$ cat src/hdl/tcw_pkg.sv
// Shared constants, codes and controller/datapath interface types for the text console writer.
package tcw_pkg;

  localparam int COLUMNS = 80;
  localparam int ROWS = 25;
  localparam int CELLS = ROWS * COLUMNS;
  localparam int ADDR_W = $clog2(CELLS);

  localparam int ACTION_W = 2;
  localparam int BYTE_W = 8;
  localparam int WORD_W = 16;
  localparam int INDEX_W = 11;
  localparam int KIND_W = 2;
  localparam int ROW_W = 5;
  localparam int COL_W = 7;

  localparam int TAB_STOP = 8;
  localparam int MAX_RESULTS = 8;
  localparam int CNT_W = 4;

  localparam logic [WORD_W-1:0] BLANK_CELL = 16'h0720;
  localparam logic [BYTE_W-1:0] CHAR_NEWLINE = 8'h0A;
  localparam logic [BYTE_W-1:0] CHAR_TAB = 8'h09;
  localparam logic [BYTE_W-1:0] CHAR_CR = 8'h0D;
  localparam logic [BYTE_W-1:0] CHAR_SPACE = 8'h20;

  localparam logic [ACTION_W-1:0] ACT_PUT = 2'd0;
  localparam logic [ACTION_W-1:0] ACT_CLEAR = 2'd1;
  localparam logic [ACTION_W-1:0] ACT_READ = 2'd2;

  localparam logic [KIND_W-1:0] KIND_SERIAL = 2'd0;
  localparam logic [KIND_W-1:0] KIND_READ = 2'd1;
  localparam logic [KIND_W-1:0] KIND_CLEAR = 2'd2;

  typedef enum logic [3:0] {
    ST_INIT,
    ST_IDLE,
    ST_PUT,
    ST_CR,
    ST_LF,
    ST_NEXT,
    ST_SCR_RD,
    ST_SCR_MV,
    ST_SCR_FILL,
    ST_CLEAR,
    ST_CLR_DONE,
    ST_RD,
    ST_RD_DONE
  } ctrl_state_t;

  typedef enum logic [3:0] {
    OP_NONE,
    OP_LATCH,
    OP_INIT_FILL,
    OP_CLEAR_FILL,
    OP_CLEAR_DONE,
    OP_PUT,
    OP_CR,
    OP_LF,
    OP_SCROLL_READ,
    OP_SCROLL_MOVE,
    OP_SCROLL_FILL,
    OP_READ_ISSUE,
    OP_READ_DONE
  } dp_op_t;

  typedef struct packed {
    dp_op_t op;
  } dp_cmd_t;

  typedef struct packed {
    logic sweep_end;
    logic shift_end;
    logic scroll_pending;
    logic more;
  } dp_status_t;

endpackage

$ cat src/hdl/tcw_ctrl.sv
// Controller state machine that sequences transactions, sweeps and result strobes.
module tcw_ctrl (
  input  logic                           clk,
  input  logic                           rst,
  input  logic                           start,
  input  logic [tcw_pkg::ACTION_W-1:0]   action,
  input  logic [tcw_pkg::BYTE_W-1:0]     character,
  input  tcw_pkg::dp_status_t            status,
  output tcw_pkg::dp_cmd_t               cmd,
  output logic                           busy
);
  import tcw_pkg::*;

  ctrl_state_t state;
  ctrl_state_t state_next;

  always_ff @(posedge clk) begin
    if (rst) begin
      state <= ST_INIT;
    end else begin
      state <= state_next;
    end
  end

  always_comb begin
    state_next = state;
    case (state)
      ST_INIT: begin
        if (status.sweep_end) state_next = ST_IDLE;
      end
      ST_IDLE: begin
        if (start) begin
          case (action)
            ACT_PUT:   state_next = (character == CHAR_NEWLINE) ? ST_CR : ST_PUT;
            ACT_CLEAR: state_next = ST_CLEAR;
            ACT_READ:  state_next = ST_RD;
            default:   state_next = ST_IDLE;
          endcase
        end
      end
      ST_PUT:  state_next = ST_NEXT;
      ST_CR:   state_next = ST_LF;
      ST_LF:   state_next = ST_NEXT;
      ST_NEXT: begin
        if (status.scroll_pending) state_next = ST_SCR_RD;
        else if (status.more) state_next = ST_PUT;
        else state_next = ST_IDLE;
      end
      ST_SCR_RD: state_next = ST_SCR_MV;
      ST_SCR_MV: state_next = status.shift_end ? ST_SCR_FILL : ST_SCR_RD;
      ST_SCR_FILL: begin
        if (status.sweep_end) state_next = ST_NEXT;
      end
      ST_CLEAR: begin
        if (status.sweep_end) state_next = ST_CLR_DONE;
      end
      ST_CLR_DONE: state_next = ST_IDLE;
      ST_RD:       state_next = ST_RD_DONE;
      ST_RD_DONE:  state_next = ST_IDLE;
      default:     state_next = ST_INIT;
    endcase
  end

  always_comb begin
    cmd.op = OP_NONE;
    busy = 1'b1;
    case (state)
      ST_INIT: cmd.op = OP_INIT_FILL;
      ST_IDLE: begin
        busy = 1'b0;
        if (start) cmd.op = OP_LATCH;
      end
      ST_PUT:      cmd.op = OP_PUT;
      ST_CR:       cmd.op = OP_CR;
      ST_LF:       cmd.op = OP_LF;
      ST_NEXT:     cmd.op = OP_NONE;
      ST_SCR_RD:   cmd.op = OP_SCROLL_READ;
      ST_SCR_MV:   cmd.op = OP_SCROLL_MOVE;
      ST_SCR_FILL: cmd.op = OP_SCROLL_FILL;
      ST_CLEAR:    cmd.op = OP_CLEAR_FILL;
      ST_CLR_DONE: cmd.op = OP_CLEAR_DONE;
      ST_RD:       cmd.op = OP_READ_ISSUE;
      ST_RD_DONE:  cmd.op = OP_READ_DONE;
      default:     cmd.op = OP_NONE;
    endcase
  end

endmodule

$ cat config.mk
export PLATFORM = sky130hd
export DESIGN_NAME = tcw_ctrl
export DESIGN_NICKNAME = d
export VERILOG_FILES = /design/src/hdl/tcw_pkg.sv /design/src/hdl/tcw_ctrl.sv
export SDC_FILE = /design/constraint.sdc
export NUM_CORES = 1
export LEC_CHECK = 0
export ABC_AREA = 1
export BUFFER_PORTS_ARGS = -buffer_cell sky130_fd_sc_hd__buf_4
export CAP_MARGIN = 20
export CORE_MARGIN = 2
export CORE_UTILIZATION = 41
export CTS_BUF_LIST = sky130_fd_sc_hd__clkbuf_8 sky130_fd_sc_hd__clkbuf_16
export CTS_CLUSTER_SIZE = 24
export DETAILED_ROUTE_END_ITERATION = 8
export PLACE_DENSITY = 0.8
export SYNTH_ARGS = -nofsm -noshare
export SYNTH_HDL_FRONTEND = slang
export SYNTH_SLANG_ARGS = --single-unit
$ cat constraint.sdc
create_clock -name clk -period 1.05 [get_ports clk]
set_input_delay 0.0525 -clock clk [delete_from_list [all_inputs] [get_ports clk]]
set_output_delay 0.0525 -clock clk [all_outputs]
set_load 0.05 [all_outputs]
## Word-level counts from Yosys, hierarchy flattened

Cells that the tools add are included.

- Register bits after elaboration: 4
- Input bits: 17
- Word-level logic and storage cells: 38

- Eq/ne operators: 19
- Muxes and demuxes: 13
- Reductions and logical operators: 5

Operators by type and width:

| cell | count |
|---|---|
| case mux 4 bit (12 select lines) | 1 |
| case mux 4 bit (11 select lines) | 1 |
| equality test 4 bit (second input constant) | 5 |
| two-way mux 4 bit | 5 |
| equality test 4 x 3 -> 1 bit (second input constant) | 4 |
| case mux 4 bit (3 select lines) | 1 |
| equality test 4 x 2 -> 1 bit (second input constant) | 2 |
| equality test 8 x 4 -> 1 bit (second input constant) | 1 |
| != test 2 bit (second input constant) | 4 |
| equality test 4 x 1 -> 1 bit (second input constant) | 1 |
| zero test 4 bit | 1 |
| AND reduction 4 bit | 1 |
| OR reduction 2 bit | 2 |
| two-way mux 1 bit | 3 |
| two-way mux 3 bit | 1 |
| equality test 2 x 1 -> 1 bit (second input constant) | 1 |
| equality test 2 bit (second input constant) | 1 |
| zero test 2 bit | 1 |
| two-way mux 2 bit | 1 |

## Longest topological paths before layout

- Depth in word-level cells: 5
- Mapped depth: 11
- Mapped depth without buffers: 10

## Worst setup path after synthesis

No wires, ideal clock.

- Path type: register to output
- Start point: reg state[2]
- End point: out cmd[0] (netlist name)
- Arrival time: 1.618 ns
- Setup slack: -0.621 ns
- Cell stages (with the launch flop): 5
- Cells stage by stage: dfxtp_1 -> buf_4 -> nor2_4 -> nand2_2 -> o211ai_1

RTL lines:

| item | RTL line | source |
|---|---|---|
| from (decl) | tcw_ctrl.sv:14 | `ctrl_state_t state;` |
| from (signal assigned) | tcw_ctrl.sv:21 | `state <= state_next;` |
| to (decl) | tcw_ctrl.sv:9 | `output tcw_pkg::dp_cmd_t cmd,` |

==> flow_summary.ini <==
[layout]
diodes = 0
largest_register = state
final_layout_size_suffix_gt1_share_pct = 58.59
syn_to_final_growth_pct = 82.59
largestRegisters = state x4
largest_reg_flops = 4
final_area_sq_um = 970.9
fill_cells = 78
fin_cells = 142
nNetsFinal = 150
post-route-util_pct = 83.98

[sta]
finalHoldViolCount = 0
finalMaxSlewViolations = 0
relSlewSlack_pct = 85.12
max_freq_mhz = 721.9
rsz0062_at_grt = yes
setup_viol = 9
finalCritPeriodShare_pct = 131.9
setup_ws_ns = -0.3353
holdWs_ns = 0.009638
finalSetupTns_ns = -2.174
fin_skew_ns = 0.005096
tightest_slew_ns = 0.2219
fin_crit_ns = 1.385

[synth]
syn_area_sq_um = 531.8
synth_edf_count = 0
avgSynthCellArea_sq_um = 5.844
yosys_warnings = 0
yosysUniqueCellTypes = 26
yosys.area.top_type_share_pct = 15.53
synthTopCellsByArea = nand2_1 16%, dfxtp_1 15%, inv_1 9.2%
ys_top_cells_by_count = 22 x nand2_1, 13 x inv_1, 12 x nor2_1
synth_cells = 91
synth-async-reset-ratio_pct = 0
syn-num-nets = 111
synth-seq-cells = 4
yosys.area.top_type = nand2_1
synth_ff_type = dfxtp_1
yosysSeqAreaShare_pct = 15.06
yosysMostFrequentCell = nand2_1

[setup_path]
path_buf_inv = 2
cp_cell_sequence = buf_6 -> nor2_4 -> nand2_4 -> o211ai_1 -> buf_4
regToRegEndpoint = state[0]
reg2regPathDepth = 10
reg2reg_from = state[1]
arrival_ns = 1.33
required_ns = 1.00
cp_max_fo = 4
endpoint_kind = primary output
critPathTopFamily = buffers and inverters
critPathKind = reg -> out
cp_slowest_cell = dfxtp_4
reg2reg_slack_ns = -0.22
critPathMaxStageDelay_ns = 0.36
cp-start-kind = flip-flop

[route]
viasPerCell = 5.408
wl_per_cell_um = 14.52
vias = 768
route.detailed.drc = 0
drtIter0Drc = 21
dr.pass1.iters = 4
wl_um = 2062
antenna_left = 0

[die]
fp.dieH_um = 40.02
dieArea_sq_um = 1601
coreArea_sq_um = 1156
start_util_pct = 46.00
rows = 12
die_w_um = 40.02
io_pins = 22

[grt]
grt_max_degree = 6
grt_pass1_wl_um = 3015
grt_util_all_layers_pct = 28.34
grt_overflow = 0
antenna_found_initial = 0
grt_pass1_vias = 747

[min_path]
min_delay_worst_endpoint = state[0]
worstHoldStart = rst
min_path_type = in -> reg
min_path_cells = 2

[clock_network]
cts_tree = built
htreeDepth = 1
clkTransAtPathRegs_ns = 0.03
clock_latency_ns = 0.22
ctsRootBufferMaster = clkbuf_8
clock_sinks = 4
numCtsBuffers = 3
clk_path_buf_depth = 2

[placed_design]
placed_cell_area_sq_um = 775.7
port_buffers = 21
place_congestion = 0.8435
dp_slack_ns = -0.2333
hpwl_um = 1176
dpl.cell_count = 132

[run]
max-cap-violations = 0

[outcome]
status = finished, violations left
violations = negative setup slack

[power]
power_density_nw_per_um2 = 1422
totalPowerFinal_mw = 1.381
peakVddDrop_mv = 1.078
leakage_nw = 0.4895
-- cell type report --
| type | count | area, sq um | share of cell area (%) |
|---|---|---|---|
| well taps | 14 | 17.52 | 1.804 |
| flip-flops and latches | 4 | 95.09 | 9.794 |
| inverters | 17 | 75.07 | 7.732 |
| multi-input cells | 67 | 434.2 | 44.72 |
| repair buffers | 37 | 307.8 | 31.70 |
| clock buffers | 3 | 41.29 | 4.253 |
-- per-layer routing --
| layer | part of all wire, % | global-route usage [%] |
|---|---|---|
| met1 | 38 | 27.33 |
| met2 | 50 | 52.82 |
| met3 | 5.9 | 5.556 |
| met4 | 5.3 | 19.83 |
| met5 | 0 | 0 |
-- how the worst max path moves through the flow --
| stage | slack, ns | endpoint | from | depth (start not counted) |
|---|---|---|---|---|
| finish | -0.34 | cmd[0] | state[1] | 5 |
| floorplan | -0.54 | cmd[0] | state[0] | 5 |
| detailed placement | -0.23 | state[0] | state[1] | 10 |
| global route | -0.43 | cmd[0] | state[1] | 6 |
| global placement | -0.20 | state[0] | state[1] | 10 |
| CTS | -0.30 | cmd[2] | state[1] | 5 |
-- where the power goes --
part	internal [mW]	switching (mW)	total (mW)	leakage, nW
Combinational	0.364	0.481	0.845	0.432
Sequential	0.173	0.0420	0.215	0.0355
Clock	0.244	0.0763	0.320	0.0216
-- cell families (layout without fill, tap and decap cells) --
kind of cell,count (synthesis),in the layout,synth area share [%]
xor+xnor,1,1,1.647
buf+inv,20,57,17.18
flops,4,4,15.06
fa+ha+maj,3,3,7.060
compound gates,16,16,18.59
simple gates,47,47,40.47
-- what timing repair did --
| action | in CTS | in global routing |
|---|---|---|
| pin swaps | 3 | 4 |
| hold buffers | 0 | 0 |
| endpoints found under the setup margin | 9 | 9 |
| gates resized for setup | 24 | 12 |
| setup buffers | 5 | 3 |
-- cell usage in the layout, fill, tap and decap left out, drive strengths merged --
cell / netlist / routed
buf: 3 / 37
nand2: 26 / 26
inv: 16 / 16
nor2: 16 / 16
o21ai: 6 / 6
a21oi: 5 / 5
dfxtp: 4 / 4
ha: 3 / 3
clkbuf: 0 / 3
nand3: 2 / 2
nor3: 2 / 2
o2111ai: 1 / 1
o211ai: 1 / 1
a221o: 1 / 1
xnor2: 1 / 1
clkinv: 1 / 1
a31oi: 1 / 1
nor3b: 1 / 1
o31ai: 1 / 1
No activity file was read; power rests on OpenSTA's default activity.
